[src/sv/tapm_pkg.sv]
// ----------------------------------------------------------------------------
// tapm_pkg
// Widths, configuration layout and stage-enable bundle for the three-axis
// PID motor mixer.
// ----------------------------------------------------------------------------
package tapm_pkg;

  localparam int ANG_W      = 18;  // widest angle field, signed Q9.8
  localparam int ERR_W      = 19;  // angle difference
  localparam int GAIN_W     = 16;  // unsigned Q4.12 gain
  localparam int PROD_W     = 36;  // gain times difference
  localparam int D_W        = 43;  // derivative product times 100
  localparam int INTEG_W    = 40;  // integral accumulator
  localparam int SUM_W      = 44;  // P + D + I
  localparam int FRAC_W     = 20;  // fraction bits of the products
  localparam int AXIS_W     = SUM_W - FRAC_W;
  localparam int MIX_W      = 27;  // throttle plus three axis terms
  localparam int PULSE_W    = 12;
  localparam int CFG_DATA_W = 16;
  localparam int CFG_IDX_W  = 3;

  localparam int STAGES      = 7;  // lane stages plus mixer stages
  localparam int LANE_STAGES = 5;

  localparam logic [SUM_W-1:0] TRUNC_BIAS = {{(SUM_W-FRAC_W){1'b0}}, {FRAC_W{1'b1}}};

  typedef enum logic [CFG_IDX_W-1:0] {
    REG_GAIN_P          = 3'd0,
    REG_GAIN_I          = 3'd1,
    REG_GAIN_D          = 3'd2,
    REG_INTEGRAL_WINDOW = 3'd3,
    REG_ARM_THRESHOLD   = 3'd4,
    REG_PULSE_MIN       = 3'd5,
    REG_PULSE_MAX       = 3'd6,
    REG_MIX_MODE        = 3'd7
  } tapm_reg_idx_t;

  typedef enum logic {
    MIX_PITCH_ONLY = 1'b0,
    MIX_FULL_X     = 1'b1
  } tapm_mix_mode_t;

  typedef struct packed {
    logic [GAIN_W-1:0]  gain_p;
    logic [GAIN_W-1:0]  gain_i;
    logic [GAIN_W-1:0]  gain_d;
    logic [GAIN_W-1:0]  integral_window;
    logic [PULSE_W-1:0] arm_threshold;
    logic [PULSE_W-1:0] pulse_min;
    logic [PULSE_W-1:0] pulse_max;
    tapm_mix_mode_t     mix_mode;
  } tapm_cfg_t;

  // Load strobes, one per pipeline stage, high only when a valid request
  // moves into that stage.
  typedef struct packed {
    logic ld_diff;
    logic ld_mul;
    logic ld_acc;
    logic ld_sum;
    logic ld_axis;
    logic ld_mix;
    logic ld_out;
  } tapm_stage_en_t;

endpackage

[src/sv/tapm_axis_lane.sv]
// ----------------------------------------------------------------------------
// tapm_axis_lane
// One PID lane: difference, gain products, integral update, axis sum and
// truncation toward zero to whole microseconds.
// ----------------------------------------------------------------------------
module tapm_axis_lane (
  input  logic                                   clk,
  input  logic                                   rst_n,
  input  tapm_pkg::tapm_stage_en_t               en,
  input  tapm_pkg::tapm_cfg_t                    cfg,
  input  logic                                   primed,
  input  logic signed [tapm_pkg::ANG_W-1:0]      meas,
  input  logic signed [tapm_pkg::ANG_W-1:0]      target,
  output logic signed [tapm_pkg::AXIS_W-1:0]     axis_out
);
  import tapm_pkg::*;

  logic signed [ANG_W-1:0]   last_r;
  logic signed [ERR_W-1:0]   err_r, err_nxt;
  logic signed [ERR_W-1:0]   dlt_r, dlt_nxt;
  logic [ERR_W-1:0]          mag;
  logic                      win_r, win_nxt;
  logic signed [PROD_W-1:0]  p_r, p_nxt;
  logic signed [PROD_W-1:0]  dg_r, dg_nxt;
  logic signed [PROD_W-1:0]  ii_r, ii_nxt;
  logic signed [PROD_W-1:0]  p3_r;
  logic signed [D_W-1:0]     dx;
  logic signed [D_W-1:0]     d3_r, d3_nxt;
  logic signed [INTEG_W:0]   acc;
  logic signed [INTEG_W-1:0] integ_r, integ_nxt;
  logic signed [SUM_W-1:0]   sum_r, sum_nxt;
  logic [SUM_W-1:0]          biased;
  logic signed [AXIS_W-1:0]  axis_r, axis_nxt;

  always_comb begin
    err_nxt = {meas[ANG_W-1], meas} - {target[ANG_W-1], target};
    dlt_nxt = primed ? ERR_W'({meas[ANG_W-1], meas} - {last_r[ANG_W-1], last_r}) : '0;

    mag     = err_r[ERR_W-1] ? ERR_W'(-err_r) : ERR_W'(err_r);
    win_nxt = mag < {{(ERR_W-GAIN_W){1'b0}}, cfg.integral_window};
    p_nxt   = $signed({1'b0, cfg.gain_p}) * err_r;
    dg_nxt  = $signed({1'b0, cfg.gain_d}) * dlt_r;
    ii_nxt  = $signed({1'b0, cfg.gain_i}) * err_r;

    // Times 100 as 64 + 32 + 4.
    dx     = D_W'(dg_r);
    d3_nxt = (dx <<< 6) + (dx <<< 5) + (dx <<< 2);

    acc = {integ_r[INTEG_W-1], integ_r} + (INTEG_W+1)'(ii_r);
    if (acc[INTEG_W] != acc[INTEG_W-1]) begin
      integ_nxt = acc[INTEG_W] ? {1'b1, {(INTEG_W-1){1'b0}}} : {1'b0, {(INTEG_W-1){1'b1}}};
    end else begin
      integ_nxt = acc[INTEG_W-1:0];
    end

    sum_nxt = SUM_W'(p3_r) + SUM_W'(d3_r) + SUM_W'(integ_r);

    // Adding all-ones below the binary point makes the shift round toward zero.
    biased   = sum_r + (sum_r[SUM_W-1] ? TRUNC_BIAS : '0);
    axis_nxt = biased[SUM_W-1:FRAC_W];
  end

  always_ff @(posedge clk) begin
    if (!rst_n) begin
      last_r  <= '0;
      integ_r <= '0;
    end else begin
      if (en.ld_diff) begin
        last_r <= meas;
      end
      if (en.ld_acc && win_r) begin
        integ_r <= integ_nxt;
      end
    end
  end

  always_ff @(posedge clk) begin
    if (en.ld_diff) begin
      err_r <= err_nxt;
      dlt_r <= dlt_nxt;
    end
    if (en.ld_mul) begin
      p_r   <= p_nxt;
      dg_r  <= dg_nxt;
      ii_r  <= ii_nxt;
      win_r <= win_nxt;
    end
    if (en.ld_acc) begin
      p3_r <= p_r;
      d3_r <= d3_nxt;
    end
    if (en.ld_sum) begin
      sum_r <= sum_nxt;
    end
    if (en.ld_axis) begin
      axis_r <= axis_nxt;
    end
  end

  assign axis_out = axis_r;

endmodule

[config.mk]
export PLATFORM = sky130hd
export DESIGN_NAME = tapm_axis_lane
export DESIGN_NICKNAME = d
export VERILOG_FILES = /design/src/sv/tapm_pkg.sv /design/src/sv/tapm_axis_lane.sv
export SDC_FILE = /design/constraint.sdc
export NUM_CORES = 2
export LEC_CHECK = 0
export ABC_AREA = 1
export BUFFER_PORTS_ARGS = -buffer_cell sky130_fd_sc_hd__buf_2
export CORE_MARGIN = 2
export CORE_UTILIZATION = 50
export DETAILED_ROUTE_END_ITERATION = 6
export PLACE_DENSITY = 0.69
export SETUP_SLACK_MARGIN = 0.15
export SYNTH_ARGS = -nofsm -noshare
export SYNTH_HDL_FRONTEND = slang
export SYNTH_SLANG_ARGS = --single-unit
[constraint.sdc]
create_clock -name clk -period 6.43 [get_ports clk]
set_clock_uncertainty 0.15 [all_clocks]
set_input_delay 0.3215 -clock clk [delete_from_list [all_inputs] [get_ports clk]]
set_output_delay 0.3215 -clock clk [all_outputs]
set_load 0.005 [all_outputs]
==> impl_metrics.xml <==
<?xml version="1.0" encoding="UTF-8"?>
<metrics>
  <group name="worst_setup_path">
    <metric name="worst-endpoint-arrival" unit="ps">6250</metric>
    <metric name="cp-end-kind" unit="">flop</metric>
    <metric name="timing.critical_path.fanout_max" unit="">14</metric>
    <metric name="timing.critical_path.required" unit="ps">6600</metric>
    <metric name="crit_path_start_kind" unit="">flop</metric>
    <metric name="worst_setup_path_startpoint" unit="">dlt_r[18]</metric>
    <metric name="worst-r2r-setup-slack" unit="ps">350</metric>
    <metric name="r2r_cells" unit="">22</metric>
    <metric name="r2r-end" unit="">dg_r[30]</metric>
    <metric name="worstPathBufferInverterCount" unit="">7</metric>
    <metric name="launch_instance_of_the_worst_register_to_register_path" unit="">dlt_r[18]</metric>
    <metric name="critical-path-max-stage-delay" unit="ps">510</metric>
    <metric name="criticalPathCategory" unit="">reg -&gt; reg</metric>
    <metric name="critical_path.top_delay_family" unit="">adder cells</metric>
    <metric name="critical-path-slowest-cell" unit="">sky130_fd_sc_hd__fa_1</metric>
    <metric name="cp_cell_sequence" unit="">buf_4 &gt; nand2_1 &gt; inv_1 &gt; fa_1 &gt; inv_1 &gt; fa_1 &gt; inv_1 &gt; fa_1 &gt; fa_1 &gt; fa_1 &gt; inv_1 &gt; fa_1 &gt; inv_1 &gt; ha_2 &gt; nand2_1 &gt; nor2_1 &gt; inv_1 &gt; o21ai_0 &gt; nor2_1 &gt; o21ai_1 &gt; a21oi_1 &gt; xnor2_1</metric>
  </group>
  <group name="yosys">
    <metric name="synth-edff-count" unit="">292</metric>
    <metric name="synthesized_area_fraction_occupied_by_and_or_nand_nor_cells" unit="">0.150</metric>
    <metric name="yosys_warnings" unit="">0</metric>
    <metric name="synthesis.nets" unit="">8932</metric>
    <metric name="mappedNetlistArea" unit="µm²">59600</metric>
    <metric name="synth_xor_xnor_area_share" unit="">0.0360</metric>
    <metric name="synth.mux.area_fraction" unit="">0</metric>
    <metric name="postSynth.topFlopCell" unit="">sky130_fd_sc_hd__edfxtp_1</metric>
    <metric name="synthesis.instances" unit="">7320</metric>
    <metric name="synth_top_family_by_area" unit="">adder cells</metric>
    <metric name="complex_gate_fraction_of_the_synthesized_area" unit="">0.0734</metric>
    <metric name="yosysUniqueCellTypes" unit="">49</metric>
    <metric name="fraction_of_the_yosys_area_taken_by_sequential_cells" unit="">0.167</metric>
    <metric name="share_of_flip_flops_with_an_asynchronous_set_or_reset" unit="">0</metric>
    <metric name="synth_seq_cells" unit="">350</metric>
    <metric name="post_synth_fa_ha_maj_area_fraction" unit="">0.434</metric>
    <metric name="postSynthAreaPerCell" unit="µm²">8.14</metric>
  </group>
  <group name="timing">
    <metric name="finalHoldViolCount" unit="">0</metric>
    <metric name="finalCritPeriodShare" unit="">0.945</metric>
    <metric name="setup_ws" unit="ps">354</metric>
    <metric name="rsz0062_at_grt" unit="">true</metric>
    <metric name="slew_headroom" unit="">0.163</metric>
    <metric name="fmax" unit="MHz">165</metric>
    <metric name="finalSetupViolCount" unit="">0</metric>
    <metric name="report.final.slew_viol_count" unit="">0</metric>
    <metric name="period_minus_slack" unit="ps">6080</metric>
    <metric name="setup_total_negative_slack" unit="ps">0</metric>
    <metric name="worst_pin_slew" unit="ps">1250</metric>
  </group>
  <group name="global_routing">
    <metric name="global_route.usage.total" unit="">0.259</metric>
    <metric name="number_of_global_route_vias_before_repair" unit="">48400</metric>
    <metric name="grt.overflow.total" unit="">0</metric>
    <metric name="grt_max_degree" unit="">78</metric>
    <metric name="antenna_violations_before_repair" unit="">10</metric>
    <metric name="grt_first_pass_wirelength" unit="µm">252000</metric>
  </group>
  <group name="clock_network">
    <metric name="worstSkewPairLatency" unit="ps">610</metric>
    <metric name="htreeDepth" unit="">2</metric>
    <metric name="clock_tree.buffer_depth" unit="">3</metric>
    <metric name="cts_root_buffer" unit="">sky130_fd_sc_hd__clkbuf_16</metric>
    <metric name="cts.clk_slew.worst_paths" unit="ps">60</metric>
    <metric name="cts.sink_count" unit="">350</metric>
    <metric name="cts_tree" unit="">done</metric>
    <metric name="cts-buffers-inserted" unit="">39</metric>
  </group>
  <group name="die">
    <metric name="num_rows" unit="">126</metric>
    <metric name="die_h" unit="µm">349</metric>
    <metric name="die_w" unit="µm">349</metric>
    <metric name="ios" unit="">171</metric>
    <metric name="initial_utilization" unit="">0.505</metric>
    <metric name="design.die.area" unit="µm²">122000</metric>
    <metric name="core-area" unit="µm²">118000</metric>
  </group>
  <group name="route">
    <metric name="number_of_iterations_in_the_first_detailed_routing_pass" unit="">7</metric>
    <metric name="wl_per_cell" unit="µm">16.9</metric>
    <metric name="drtIter0Drc" unit="">3101</metric>
    <metric name="drt_wl_total" unit="µm">152000</metric>
    <metric name="ant_nets" unit="">0</metric>
    <metric name="remaining_drc_errors" unit="">0</metric>
    <metric name="detailed_route_via_count" unit="">46000</metric>
    <metric name="avgViaCountPerCell" unit="">5.11</metric>
  </group>
  <group name="hold_path">
    <metric name="min_path_type" unit="">in -&gt; reg</metric>
    <metric name="min-delay-start" unit="">meas[17]</metric>
    <metric name="worst_hold_path.endpoint" unit="">last_r[17]</metric>
    <metric name="worst_hold_path.num_cells" unit="">3</metric>
  </group>
  <group name="outcome">
    <metric name="status" unit="">completed</metric>
  </group>
  <group name="cells_and_area">
    <metric name="area_growth_syn_to_layout" unit="%">8.04</metric>
    <metric name="drive_above_1_share" unit="">0.0550</metric>
    <metric name="num-nets-final" unit="">9042</metric>
  </group>
  <group name="placed_design">
    <metric name="port_buffers" unit="">131</metric>
    <metric name="pre_cts_worst_setup_slack" unit="ps">224</metric>
    <metric name="detailedPlacementHpwl" unit="µm">128000</metric>
    <metric name="finalWeightedCongestion" unit="">0.973</metric>
  </group>
  <group name="run">
    <metric name="drv.max_cap_violation_count" unit="">0</metric>
  </group>
</metrics>
==> sequential cells by signal, indices dropped and copies added (netlist names) <==
register / flops
dlt_r: 19
win_r: 1
err_r: 19
p3_r: 36
last_r: 18
d3_r: 41
integ_r: 40
ii_r: 36
p_r: 36
axis_out: 24
sum_r: 44
dg_r: 36
==> cells in the mapped netlist, types with 77 or more instances <==
master	instances	area share
sky130_fd_sc_hd__a21oi_1	347	0.029
sky130_fd_sc_hd__nor2_1	343	0.022
sky130_fd_sc_hd__xnor2_1	77	0.011
sky130_fd_sc_hd__ha_1	464	0.097
sky130_fd_sc_hd__nand3_1	132	0.011
sky130_fd_sc_hd__o21ai_0	233	0.020
sky130_fd_sc_hd__fa_1	1001	0.34
sky130_fd_sc_hd__edfxtp_1	292	0.15
sky130_fd_sc_hd__xor2_1	168	0.025
sky130_fd_sc_hd__inv_1	1974	0.12
sky130_fd_sc_hd__clkbuf_1	186	0.012
sky130_fd_sc_hd__nand2_1	1675	0.11
==> how the worst max path moves through the flow <==
stage	endpoint	slack (ps)	cells past startpoint
2_1_floorplan	p_r[35]	280	23
3_3_place_gp	ii_r[25]	250	26
3_5_place_dp	ii_r[25]	220	26
4_1_cts	dg_r[30]	260	23
5_1_grt	ii_r[27]	110	22
6_report	dg_r[30]	350	22
==> logic make-up after synthesis <==
| family | Yosys count |
|---|---|
| flip-flops | 350 |
| buffers and inverters | 2210 |
| AO/OA/AOI/OAI | 780 |
| XOR/XNOR | 245 |
| AND/OR/NAND/NOR | 2270 |
| adder cells (fa/ha/maj) | 1465 |
==> cell usage in the layout (no fill, tap or decap), drive strengths merged, types with 4 or more instances in the layout <==
| cell | Yosys | layout |
|---|---|---|
| ha | 464 | 464 |
| o211ai | 12 | 12 |
| o2111ai | 4 | 4 |
| nand4 | 47 | 47 |
| nor4 | 8 | 8 |
| clkinv | 0 | 14 |
| xor2 | 168 | 168 |
| a211oi | 6 | 6 |
| a21boi | 23 | 23 |
| clkinvlp | 0 | 4 |
| dfxtp | 58 | 58 |
| o21bai | 33 | 33 |
| buf | 47 | 282 |
| a221oi | 4 | 4 |
| a21oi | 361 | 361 |
| edfxtp | 292 | 292 |
| o21ai | 241 | 241 |
| clkbuf | 186 | 44 |
| nand3 | 134 | 134 |
| nor3 | 46 | 46 |
| fa | 1001 | 1001 |
| o31ai | 6 | 6 |
| inv | 1977 | 1982 |
| dlygate4sd3 | 0 | 18 |
| nand2 | 1680 | 1680 |
| diode | 0 | 4 |
| bufinv | 0 | 6 |
| o21a | 14 | 14 |
| a31oi | 35 | 35 |
| xnor2 | 77 | 77 |
| nor2 | 345 | 345 |
| a21o | 35 | 35 |
==> metal layers <==
| layer | global-route usage | wire, µm | up-vias |
|---|---|---|---|
| li1 | - | - | 22100 |
| met1 | 0.355 | 67800 | 22600 |
| met2 | 0.439 | 71700 | 1200 |
| met3 | 0.0333 | 9140 | 188 |
| met4 | 0.0569 | 3460 | 8 |
| met5 | 0 | 46 | - |
==> tightest hold or removal path: stages <==
cell	delay [ps]
sky130_fd_sc_hd__buf_2	160
sky130_fd_sc_hd__o21ai_0	110
sky130_fd_sc_hd__a21oi_1	110
==> through the flow <==
stage,instance area (µm²),util,instances,hold WS [ps]
floorplan,59600,-,7320,250
global placement,62400,0.529,8876,254
detailed placement,62400,0.529,8876,255
CTS,63900,0.542,8965,0.495
global route,64400,0.545,8996,48.5
finish,64400,0.545,9000,18.4
==> final cells by class <==
type | count | area (µm²)
well taps | 1536 | 1920
inverters | 1977 | 7420
repair buffers | 302 | 2270
clock buffers | 42 | 997
diodes | 4 | 10.0
multi-input cells | 4760 | 41500
flip-flops and latches | 350 | 9930
clock inverters | 29 | 353
fillers | 10900 | 53700
==> timing repair <==
item	in CTS	in global routing
endpoints found under the hold margin	24	0
setup endpoints to repair	0	33
hold buffers	18	0
setup buffers	0	29
gates resized for setup	0	43
Power is not shown: default switching activity piles up to over one toggle a cycle in this logic, so the estimate is an artifact.
