**src/sv/tapm_pkg.sv**
```systemverilog
// ----------------------------------------------------------------------------
// tapm_pkg
// Widths, configuration layout and stage-enable bundle for the three-axis
// PID motor mixer.
// ----------------------------------------------------------------------------
package tapm_pkg;

  localparam int ANG_W      = 18;  // widest angle field, signed Q9.8
  localparam int ERR_W      = 19;  // angle difference
  localparam int GAIN_W     = 16;  // unsigned Q4.12 gain
  localparam int PROD_W     = 36;  // gain times difference
  localparam int D_W        = 43;  // derivative product times 100
  localparam int INTEG_W    = 40;  // integral accumulator
  localparam int SUM_W      = 44;  // P + D + I
  localparam int FRAC_W     = 20;  // fraction bits of the products
  localparam int AXIS_W     = SUM_W - FRAC_W;
  localparam int MIX_W      = 27;  // throttle plus three axis terms
  localparam int PULSE_W    = 12;
  localparam int CFG_DATA_W = 16;
  localparam int CFG_IDX_W  = 3;

  localparam int STAGES      = 7;  // lane stages plus mixer stages
  localparam int LANE_STAGES = 5;

  localparam logic [SUM_W-1:0] TRUNC_BIAS = {{(SUM_W-FRAC_W){1'b0}}, {FRAC_W{1'b1}}};

  typedef enum logic [CFG_IDX_W-1:0] {
    REG_GAIN_P          = 3'd0,
    REG_GAIN_I          = 3'd1,
    REG_GAIN_D          = 3'd2,
    REG_INTEGRAL_WINDOW = 3'd3,
    REG_ARM_THRESHOLD   = 3'd4,
    REG_PULSE_MIN       = 3'd5,
    REG_PULSE_MAX       = 3'd6,
    REG_MIX_MODE        = 3'd7
  } tapm_reg_idx_t;

  typedef enum logic {
    MIX_PITCH_ONLY = 1'b0,
    MIX_FULL_X     = 1'b1
  } tapm_mix_mode_t;

  typedef struct packed {
    logic [GAIN_W-1:0]  gain_p;
    logic [GAIN_W-1:0]  gain_i;
    logic [GAIN_W-1:0]  gain_d;
    logic [GAIN_W-1:0]  integral_window;
    logic [PULSE_W-1:0] arm_threshold;
    logic [PULSE_W-1:0] pulse_min;
    logic [PULSE_W-1:0] pulse_max;
    tapm_mix_mode_t     mix_mode;
  } tapm_cfg_t;

  // Load strobes, one per pipeline stage, high only when a valid request
  // moves into that stage.
  typedef struct packed {
    logic ld_diff;
    logic ld_mul;
    logic ld_acc;
    logic ld_sum;
    logic ld_axis;
    logic ld_mix;
    logic ld_out;
  } tapm_stage_en_t;

endpackage

```
**src/sv/tapm_mixer.sv**
```systemverilog
// ----------------------------------------------------------------------------
// tapm_mixer
// Merges the axis outputs (pitch alone, or all three in full-X mode) onto four
// motors around the throttle, clamps to pulse limits, holds the output register.
// ----------------------------------------------------------------------------
module tapm_mixer (
  input  logic                                clk,
  input  tapm_pkg::tapm_stage_en_t            en,
  input  tapm_pkg::tapm_cfg_t                 cfg,
  input  logic signed [tapm_pkg::AXIS_W-1:0]  axis_p,
  input  logic signed [tapm_pkg::AXIS_W-1:0]  axis_r,
  input  logic signed [tapm_pkg::AXIS_W-1:0]  axis_y,
  input  logic [tapm_pkg::PULSE_W-1:0]        thr,
  input  logic                                armed,
  output logic [tapm_pkg::PULSE_W-1:0]        motor_front_a,
  output logic [tapm_pkg::PULSE_W-1:0]        motor_front_b,
  output logic [tapm_pkg::PULSE_W-1:0]        motor_rear_a,
  output logic [tapm_pkg::PULSE_W-1:0]        motor_rear_b,
  output logic                                armed_out
);
  import tapm_pkg::*;

  logic signed [MIX_W-1:0]   t, p, r, y, lo, hi;
  logic signed [MIX_W-1:0]   mix_r [4];
  logic signed [MIX_W-1:0]   mix_nxt [4];
  logic                      arm_r;
  logic [PULSE_W-1:0]        mot_r [4];
  logic [PULSE_W-1:0]        mot_nxt [4];
  logic                      armed_r;

  always_comb begin
    t = {{(MIX_W-PULSE_W){1'b0}}, thr};
    p = MIX_W'(axis_p);
    r = MIX_W'(axis_r);
    y = MIX_W'(axis_y);
    case (cfg.mix_mode)
      MIX_FULL_X: begin
        mix_nxt[0] = t + p + r + y;
        mix_nxt[1] = t + p - r - y;
        mix_nxt[2] = t - p - r + y;
        mix_nxt[3] = t - p + r - y;
      end
      default: begin
        mix_nxt[0] = t + p;
        mix_nxt[1] = t + p;
        mix_nxt[2] = t - p;
        mix_nxt[3] = t - p;
      end
    endcase
  end

  always_comb begin
    lo = {{(MIX_W-PULSE_W){1'b0}}, cfg.pulse_min};
    hi = {{(MIX_W-PULSE_W){1'b0}}, cfg.pulse_max};
    for (int k = 0; k < 4; k++) begin
      // The lower limit wins when the limits are inverted.
      if (!arm_r || mix_r[k] < lo) begin
        mot_nxt[k] = cfg.pulse_min;
      end else if (mix_r[k] > hi) begin
        mot_nxt[k] = cfg.pulse_max;
      end else begin
        mot_nxt[k] = mix_r[k][PULSE_W-1:0];
      end
    end
  end

  always_ff @(posedge clk) begin
    if (en.ld_mix) begin
      mix_r <= mix_nxt;
      arm_r <= armed;
    end
    if (en.ld_out) begin
      mot_r   <= mot_nxt;
      armed_r <= arm_r;
    end
  end

  assign motor_front_a = mot_r[0];
  assign motor_front_b = mot_r[1];
  assign motor_rear_a  = mot_r[2];
  assign motor_rear_b  = mot_r[3];
  assign armed_out     = armed_r;

endmodule

```
**config.mk**
```make
export PLATFORM = sky130hd
export DESIGN_NAME = tapm_mixer
export DESIGN_NICKNAME = d
export VERILOG_FILES = /design/src/sv/tapm_pkg.sv /design/src/sv/tapm_mixer.sv
export SDC_FILE = /design/constraint.sdc
export NUM_CORES = 1
export LEC_CHECK = 0
export BUFFER_PORTS_ARGS = -buffer_cell sky130_fd_sc_hd__buf_2
export CORE_MARGIN = 2
export CORE_UTILIZATION = 40
export DETAILED_ROUTE_END_ITERATION = 7
export PLACE_DENSITY_LB_ADDON = 0.05
export SKIP_CTS_REPAIR_TIMING = 1
export SYNTH_ARGS = -nofsm -noshare
export SYNTH_HDL_FRONTEND = slang
export SYNTH_SLANG_ARGS = --single-unit
```
**constraint.sdc**
```tcl
create_clock -name clk -period 4.5 [get_ports clk]
set_input_delay 0 -clock clk [delete_from_list [all_inputs] [get_ports clk]]
set_output_delay 0 -clock clk [all_outputs]
set_load 0.1 [all_outputs]
```
==> impl_metrics.env, run 1 <==
export IMPL_ys_ff_latch=156
export IMPL_crit_type="input port to flip-flop"
export IMPL_crit_start="axis_p[4]"
export IMPL_gp_congestion=0.915
export IMPL_drc=0
export IMPL_cts_root_buf="clkbuf_16"
export IMPL_grt_pass1_vias=15800
export IMPL_viasPerCell=5.34
export IMPL_hp_class="input port to flip-flop"
export IMPL_holdPathStages=3
export IMPL_rows=77
export IMPL_grt_pass1_wl_um=90600
export IMPL_die_h_um=216
export IMPL_cp_num_buf_inv=8
export IMPL_syn_area_um2=18000
export IMPL_fmax_mhz=234
export IMPL_slew_violations=0
export IMPL_dieArea_um2=46600
export IMPL_syn2layout_area_growth_pct=26.2
export IMPL_yosysUniqueCellTypes=78
export IMPL_grt_usage_pct=25.5
export IMPL_seqPwrFrac_pct=23.3
export IMPL_synth_xor_area_share_pct=5.30
export IMPL_htreeDepth=4
export IMPL_start_util_pct=40.6
export IMPL_critPathCapture="mix_r[46]"
export IMPL_crit_path_max_incr_delay_ps=410
export IMPL_yosys_area_share_simple_pct=10.6
export IMPL_p_int_uw=5470
export IMPL_pwr_share_comb_pct=61.6
export IMPL_p_switching_uw=4190
export IMPL_grt_max_degree=64
export IMPL_syn_nets=2369
export IMPL_worstPathMaxFanout=5
export IMPL_cap_violations=0
export IMPL_finalNetCount=2828
export IMPL_arrival_ps=4590
export IMPL_end_kind="flip-flop"
export IMPL_hpwl_um=50500
export IMPL_p_per_area_nw_per_um2=426
export IMPL_grt_overflow_total=0
export IMPL_fin_ws_ps=218
export IMPL_synth_avg_cell_area_um2=9.71
export IMPL_status="complete, but fails checks"
export IMPL_async_reset_ff_share_pct=0
export IMPL_postRouteAntennaNets=0
export IMPL_drive_gt1_share_pct=25.5
export IMPL_die_w_um=216
export IMPL_synthAdderAreaFrac_pct=26.9
export IMPL_r2r_start="mix_r[100]"
export IMPL_diodes=0
export IMPL_ios=243
export IMPL_cp_depth=25
export IMPL_pre_cts_ws_ps=-600
export IMPL_r2r_end="motor_front_a[3]"
export IMPL_synth_mux_area_share_pct=6.27
export IMPL_synthFlopType="edfxtp_1"
export IMPL_drtPass1Iterations=5
export IMPL_finalSetupViolCount=0
export IMPL_peakVddDrop_mv=0.342
export IMPL_fin_skew_ps=16.6
export IMPL_cts_sinks=156
export IMPL_worst_slew_pin_slew_ps=1030
export IMPL_path_delay_family="compound AO/OA/AOI/OAI gates"
export IMPL_hold_worst_slack_ps=-20.5
export IMPL_ys_seq_area_share_pct=26.1
export IMPL_critPathLaunchType="input port"
export IMPL_cts_buffers=17
export IMPL_core_area_um2=44300
export IMPL_final_period_utilization_pct=95.2
export IMPL_final_hold_violation_count=3
export IMPL_synth_top_family_by_area="adder cells"
export IMPL_tritoncts="yes"
export IMPL_reg2reg_setup_slack_ps=1020
export IMPL_cp_common_cell="buf_4"
export IMPL_max_clock_path_buffers=2
export IMPL_fin_area_um2=22700
export IMPL_synth_edff_count=156
export IMPL_max_slew_margin_pct=31.1
export IMPL_r2r_cells=8
export IMPL_clk_latency_ps=470
export IMPL_io_buffers=161
export IMPL_worstPathRequired_ps=4810
export IMPL_p_leak_uw=0.0105
export IMPL_wl_um=59000
export IMPL_placed_cell_area_um2=21700
export IMPL_yosys_warnings=0
export IMPL_fin_crit_ps=4280
export IMPL_synth_compound_area_share_pct=19.3
export IMPL_num_vias=15600
export IMPL_clk_pin_slew_ps=70
export IMPL_routedWlPerCell_um=20.3
export IMPL_syn_inst=1850
export IMPL_cpMaxStageDelayCell="a2111o_1"
export IMPL_switching_share_pct=43.4
export IMPL_violations="negative hold slack"
export IMPL_initialDrtViolationCount=903
export IMPL_antenna_found_initial=0
export IMPL_clkPwrFrac_pct=15.1
==> cell families after synthesis <==
group           Yosys count
fa+ha+maj               325
simple gates            371
compound gates          518
buf+inv                 261
mux                     111
xor+xnor                108
flops                   156
==> metrics by stage <==
stage,util (%),instances,hold slack [ps],setup TNS (ps),power (uW)
floorplan,-,1850,98.9,0,5730
global placement,49.0,2876,184,-10680,7960
detailed placement,49.0,2876,186,-13220,8000
CTS,50.4,2908,-316,-291,9510
global route,51.2,2914,0.514,-2.46,10400
finish,51.2,2914,-20.5,0,9660
==> power by group through the flow <==
stage	clock network [uW]	logic (uW)	registers, uW
2_1_floorplan	0	3230	2500
3_3_place_gp	0	5680	2280
3_5_place_dp	0	5720	2280
4_1_cts	1500	5760	2250
5_1_grt	1540	6530	2280
6_report	1460	5940	2250
==> area by class of cell <==
class	instances	area (um^2)
clock inverter	15	173
clock buffer	17	425
fill	4185	21600
tap	592	741
sequential	156	4680
inverter	222	833
multi-input combinational	1433	12600
timing repair buffer	479	3210
==> layout by cell type (no fill, tap or decap), drive strengths merged, types with 26 or more instances in the layout <==
cell type and count:
buf 476, nand2 83, fa 103, inv 232, edfxtp 156, nor2 77, xnor2 70, xor2 38
a211oi 27, mux2i 99, a21oi 129, ha 222, o21ai 92, nand3 27, a21o 87, nor3 26
==> synthesized netlist by cell type, types with 7 or more instances <==
| cell type | number | area share [%] |
|---|---|---|
| o31ai_1 | 13 | 0.54 |
| o211ai_1 | 19 | 0.79 |
| o21bai_1 | 22 | 0.92 |
| and3_1 | 16 | 0.56 |
| ha_1 | 222 | 15 |
| mux2i_1 | 99 | 5.5 |
| fa_1 | 103 | 11 |
| a21o_1 | 87 | 3.6 |
| nand2_1 | 83 | 1.7 |
| o31a_1 | 7 | 0.34 |
| or2_2 | 10 | 0.35 |
| a21oi_1 | 129 | 3.6 |
| nand2b_1 | 16 | 0.56 |
| nand3_1 | 27 | 0.75 |
| xnor2_1 | 70 | 3.4 |
| o2111ai_1 | 8 | 0.39 |
| nor3_1 | 26 | 0.72 |
| buf_2 | 8 | 0.22 |
| nor4_1 | 20 | 0.70 |
| xor2_1 | 37 | 1.8 |
| o21ai_0 | 89 | 2.5 |
| nor2b_1 | 23 | 0.80 |
| nand4_1 | 21 | 0.73 |
| and2_1 | 19 | 0.66 |
| or3_1 | 10 | 0.35 |
| a31oi_1 | 24 | 0.84 |
| mux2_2 | 12 | 0.75 |
| a211oi_1 | 27 | 1.1 |
| clkbuf_1 | 24 | 0.50 |
| inv_1 | 221 | 4.6 |
| a211o_1 | 8 | 0.39 |
| edfxtp_1 | 156 | 26 |
| o21a_1 | 25 | 1.0 |
| nor2_1 | 76 | 1.6 |
==> state kept, by name (all words and copies together), names as in the netlist <==
| signal | count |
|---|---|
| mix_r | 106 |
| motor_front_a | 12 |
| motor_front_b | 12 |
| motor_rear_a | 12 |
| motor_rear_b | 12 |
| arm_r | 1 |
| armed_out | 1 |
==> worst min path at each step <==
stage,startpoint,end,slack [ps]
after detailed placement,armed,arm_r,190
after global placement,armed,arm_r,180
after global routing,cfg[5],motor_front_b[4],0.5
final,cfg[5],motor_front_b[4],-20
after CTS,armed,arm_r,-320
after floorplan,armed,arm_r,100
==> worst register-to-register path: stages, from the launching register on <==
cell and delay [ps]:
edfxtp_1 370, nor4_1 790, nand4_1 490, nor3_1 320
o2111ai_1 180, o211ai_1 340, buf_4 340, mux2i_1 290
mux2i_1 120
==> metal layers <==
| metal | up-vias | track usage (%) | share of wire [%] |
|---|---|---|---|
| li1 | 7615 | - | - |
| met1 | 7499 | 37.2 | 49 |
| met2 | 382 | 38.6 | 43 |
| met3 | 65 | 4.50 | 5.5 |
| met4 | 0 | 7.37 | 2.2 |
| met5 | - | 0 | 0 |
No activity file was read; power rests on OpenSTA's default activity.
==> run 2, diff against run 1 <==
--- a/config.mk
+++ b/config.mk
@@ -6,6 +6,8 @@
 export NUM_CORES = 1
 export LEC_CHECK = 0
 export BUFFER_PORTS_ARGS = -buffer_cell sky130_fd_sc_hd__buf_2
+export CELL_PAD_IN_SITES_DETAIL_PLACEMENT = 0
+export CELL_PAD_IN_SITES_GLOBAL_PLACEMENT = 1
 export CORE_MARGIN = 2
 export CORE_UTILIZATION = 40
 export DETAILED_ROUTE_END_ITERATION = 7
==> constraint.sdc (replaced) <==
create_clock -name clk -period 5.13 [get_ports clk]
set_input_delay 0 -clock clk [delete_from_list [all_inputs] [get_ports clk]]
set_output_delay 0 -clock clk [all_outputs]
set_load 0.1 [all_outputs]
==> impl_metrics.env, run 2 (same netlist as run 1, synthesis figures left out) <==
export IMPL_cap_violations=0
export IMPL_placed_cell_area_um2=20100
export IMPL_regMostFlops="mix_r"
export IMPL_critPathLaunchType="input port"
export IMPL_fin_skew_ps=10.1
export IMPL_instances_no_fill=2691
export IMPL_mostFrequentLayoutCells="ha_1, inv_1, buf_2"
export IMPL_finalNetCount=2605
export IMPL_num_vias=14600
export IMPL_die_h_um=216
export IMPL_hpwl_um=47900
export IMPL_grt_overflow_total=0
export IMPL_wl_um=56400
export IMPL_drc=0
export IMPL_post_place_cells=2658
export IMPL_fin_ws_ps=486
export IMPL_die_w_um=216
export IMPL_crit_path_max_incr_delay_ps=490
export IMPL_tritoncts="yes"
export IMPL_gp_congestion=0.945
export IMPL_initialDrtViolationCount=843
export IMPL_fin_crit_ps=4640
export IMPL_viasPerCell=5.44
export IMPL_clk_latency_ps=470
export IMPL_max_slew_margin_pct=29.8
export IMPL_postRouteAntennaNets=0
export IMPL_drive_gt1_share_pct=15.8
export IMPL_hold_worst_slack_ps=2.89
export IMPL_fmax_mhz=215
export IMPL_worstPathRequired_ps=5440
export IMPL_p_per_area_nw_per_um2=370
export IMPL_final_period_utilization_pct=90.5
export IMPL_start_util_pct=40.6
export IMPL_cpMaxStageDelayCell="fa_1"
export IMPL_fin_area_um2=20700
export IMPL_diodes=0
export IMPL_tns_ps=0
export IMPL_drtPass1Iterations=5
export IMPL_p_leak_uw=0.00939
export IMPL_clk_pin_slew_ps=70
export IMPL_largest_reg_flops=106
export IMPL_pre_cts_ws_ps=68.5
export IMPL_htreeDepth=4
export IMPL_slew_violations=0
export IMPL_routedWlPerCell_um=21.0
export IMPL_grt_max_degree=61
export IMPL_grt_pass1_vias=14800
export IMPL_cts_root_buf="clkbuf_16"
export IMPL_final_hold_violation_count=0
export IMPL_arrival_ps=4960
export IMPL_core_area_um2=44300
export IMPL_grt_usage_pct=24.8
export IMPL_rows=77
export IMPL_final_common_cell="ha_1"
export IMPL_cts_sinks=156
export IMPL_worstPathMaxFanout=4
export IMPL_antenna_found_initial=0
export IMPL_ios=243
export IMPL_cts_buffers=17
export IMPL_peakVddDrop_mv=0.322
export IMPL_path_cells="buf_2 -> ha_1 -> fa_1 -> nor2b_1 -> o211ai_1 -> and3_1 -> o21bai_1 -> a21oi_1 -> xnor2_1 -> inv_1 -> fa_1 -> inv_1 -> ha_1 -> a21oi_1 -> o21ai_0 -> a311o_1 -> a211oi_1 -> buf_4 -> o21ai_1 -> a31o_1 -> a2111o_1 -> nand3_1"
export IMPL_syn2layout_area_growth_pct=14.9
export IMPL_finalSetupViolCount=0
export IMPL_crit_type="input port to flip-flop"
export IMPL_max_clock_path_buffers=2
export IMPL_hp_class="input port to flip-flop"
export IMPL_status="complete, no violations"
export IMPL_end_kind="flip-flop"
export IMPL_grt_pass1_wl_um=87400
export IMPL_worst_slew_pin_slew_ps=1050
export IMPL_dieArea_um2=46600
export IMPL_rsz0062_at_grt="no"
export IMPL_io_buffers=161
[run 2: layout make-up]
cell class,count,area (um^2)
fill,4296,23700
multi-input combinational,1433,12300
sequential,156,4680
timing repair buffer,256,1530
inverter,222,833
tap,592,741
clock buffer,18,429
clock inverter,14,113
[run 2: worst max-delay path, delay by kind of cell]
kind | cells | cell delay, ps
fa+ha+maj | 4 | 1440
xor+xnor | 1 | 290
simple gates | 3 | 550
compound gates | 10 | 2160
buf+inv | 4 | 500
[run 2: worst paths after layout]
check	from	endpoint	slack, ps	cells after the start
worst min-delay path	cfg[10]	motor_rear_a[9]	3	3
worst min register to register	arm_r	armed_out	460	0
worst max-delay path	axis_p[0]	mix_r[46]	490	22
worst max register to register	mix_r[100]	motor_front_a[0]	1800	8
[run 2: through the flow]
| stage | power (uW) | util, % |
|---|---|---|
| 6_report | 7650 | 46.6 |
| 5_1_grt | 8240 | 46.6 |
| 4_1_cts | 7660 | 46.6 |
| 3_5_place_dp | 6440 | 45.4 |
| 3_3_place_gp | 6410 | 45.4 |
| 2_1_floorplan | 5030 | - |
[run 2: power by group]
part | internal, uW | switching [uW] | leakage [uW]
Sequential | 1770 | 207 | 0.00152
Clock | 624 | 558 | 0.000257
Combinational | 1800 | 2690 | 0.00761
Total | 4200 | 3450 | 0.00939
[run 2: routing by layer]
layer / vias to the layer above / track usage (%) / share of wire, %
li1: 7175 / - / -
met1: 7053 / 37.4 / 52
met2: 350 / 36.5 / 41
met3: 57 / 3.85 / 4.7
met4: 0 / 7.12 / 2.3
met5: - / 0 / 0
==> run 3, diff against run 2 <==
--- a/config.mk
+++ b/config.mk
@@ -8,6 +8,7 @@
 export BUFFER_PORTS_ARGS = -buffer_cell sky130_fd_sc_hd__buf_2
 export CELL_PAD_IN_SITES_DETAIL_PLACEMENT = 0
 export CELL_PAD_IN_SITES_GLOBAL_PLACEMENT = 1
+export CORE_ASPECT_RATIO = 0.9
 export CORE_MARGIN = 2
 export CORE_UTILIZATION = 40
 export DETAILED_ROUTE_END_ITERATION = 7
==> impl_metrics.env, run 3 (same netlist as run 1, synthesis figures left out) <==
export IMPL_status="complete, but fails checks"
export IMPL_violations="negative hold slack"
export IMPL_io_buffers=161
export IMPL_fin_area_um2=20900
export IMPL_final_hold_violation_count=1
export IMPL_mostFrequentLayoutCells="ha_1, inv_1, buf_2"
export IMPL_final_period_utilization_pct=90.1
export IMPL_p_leak_uw=0.00953
export IMPL_grt_pass1_vias=14700
export IMPL_die_w_um=227
export IMPL_placed_cell_area_um2=20300
export IMPL_fin_skew_ps=15.0
export IMPL_largest_reg_flops=106
export IMPL_fin_ws_ps=507
export IMPL_rsz0062_at_grt="no"
export IMPL_cp_common_cell="buf_4"
export IMPL_finalSetupViolCount=0
export IMPL_final_util_pct=47.2
export IMPL_fmax_mhz=216
export IMPL_critPathLaunchType="input port"
export IMPL_cts_root_buf="clkbuf_16"
export IMPL_start_util_pct=40.6
export IMPL_arrival_ps=4960
export IMPL_power_total_uw=7890
export IMPL_worstPathRequired_ps=5470
export IMPL_pre_cts_ws_ps=20.8
export IMPL_cap_violations=0
export IMPL_initialDrtViolationCount=1061
export IMPL_drtPass1Iterations=7
export IMPL_hp_class="input port to flip-flop"
export IMPL_wl_um=56800
export IMPL_rows=73
export IMPL_ios=243
export IMPL_fin_crit_ps=4620
export IMPL_end_kind="flip-flop"
export IMPL_hold_worst_slack_ps=-2.42
export IMPL_crit_path_max_incr_delay_ps=480
export IMPL_max_clock_path_buffers=2
export IMPL_num_vias=14800
export IMPL_syn2layout_area_growth_pct=16.2
export IMPL_cts_sinks=156
export IMPL_gp_congestion=0.901
export IMPL_max_slew_margin_pct=30.4
export IMPL_grt_usage_pct=25.0
export IMPL_path_cells="buf_2 -> ha_1 -> fa_1 -> nor2b_1 -> o211ai_1 -> a31oi_1 -> buf_4 -> o211ai_2 -> buf_4 -> a211oi_1 -> xnor2_1 -> fa_1 -> inv_1 -> ha_1 -> buf_4 -> and3_1 -> and2_1 -> nand4_1 -> o21ai_0 -> a41oi_1 -> a31oi_1 -> a2111oi_0 -> a211o_1"
export IMPL_drc=0
export IMPL_htreeDepth=4
export IMPL_tns_ps=0
export IMPL_routedWlPerCell_um=20.9
export IMPL_finalNetCount=2624
export IMPL_final_common_cell="ha_1"
export IMPL_hpwl_um=48100
export IMPL_antenna_found_initial=0
export IMPL_p_per_area_nw_per_um2=378
export IMPL_die_h_um=205
export IMPL_crit_type="input port to flip-flop"
export IMPL_tritoncts="yes"
export IMPL_clk_latency_ps=480
export IMPL_worstPathMaxFanout=6
export IMPL_postRouteAntennaNets=0
export IMPL_worst_slew_pin_slew_ps=1040
export IMPL_cpMaxStageDelayCell="fa_1"
export IMPL_grt_pass1_wl_um=86400
export IMPL_core_area_um2=44300
export IMPL_grt_max_degree=71
export IMPL_clk_pin_slew_ps=70
export IMPL_grt_overflow_total=0
export IMPL_diodes=0
export IMPL_regMostFlops="mix_r"
export IMPL_cts_buffers=17
export IMPL_slew_violations=0
export IMPL_drive_gt1_share_pct=16.6
export IMPL_dieArea_um2=46600
export IMPL_peakVddDrop_mv=0.321
export IMPL_viasPerCell=5.43
-- run 3: worst paths after layout --
| path | startpoint | end | slack (ps) | cells past startpoint |
|---|---|---|---|---|
| max | axis_p[0] | mix_r[26] | 510 | 23 |
| min | cfg[2] | motor_front_b[1] | -2 | 3 |
| max reg2reg | mix_r[26] | motor_rear_b[3] | 1880 | 8 |
| min reg2reg | arm_r | armed_out | 500 | 0 |
-- run 3: area by class of cell --
| class | count | area (um^2) |
|---|---|---|
| Clock buffer | 18 | 429 |
| Inverter | 222 | 833 |
| Timing Repair Buffer | 275 | 1670 |
| Clock inverter | 14 | 200 |
| Tap cell | 600 | 751 |
| Fill cell | 4295 | 23400 |
| Multi-Input combinational cell | 1433 | 12300 |
| Sequential cell | 156 | 4680 |
-- run 3: through the flow --
step | hold slack (ps) | cells
5_1_grt | 5.17 | 2718
3_5_place_dp | 186 | 2685
3_3_place_gp | 181 | 2685
6_report | -2.42 | 2718
4_1_cts | -319 | 2717
2_1_floorplan | 98.9 | 1850
-- run 3: critical path, delay by kind of cell --
family / cells / cell delay, ps
xor+xnor: 1 / 260
simple gates: 4 / 630
compound gates: 9 / 1960
buf+inv: 5 / 740
fa+ha+maj: 4 / 1370
-- run 3: report_power, final --
| part | internal [uW] | switching, uW |
|---|---|---|
| Clock | 786 | 591 |
| Sequential | 1770 | 210 |
| Combinational | 1840 | 2700 |
| Total | 4390 | 3500 |
-- run 3: layer usage --
layer  GRT usage (%)  part of all wire [%]  up-vias
met2            35.9                    41      377
met1            38.5                    52     7116
met3            3.66                   5.3       47
met5               0                     0        -
met4            6.68                   1.8        0
li1                -                     -     7210
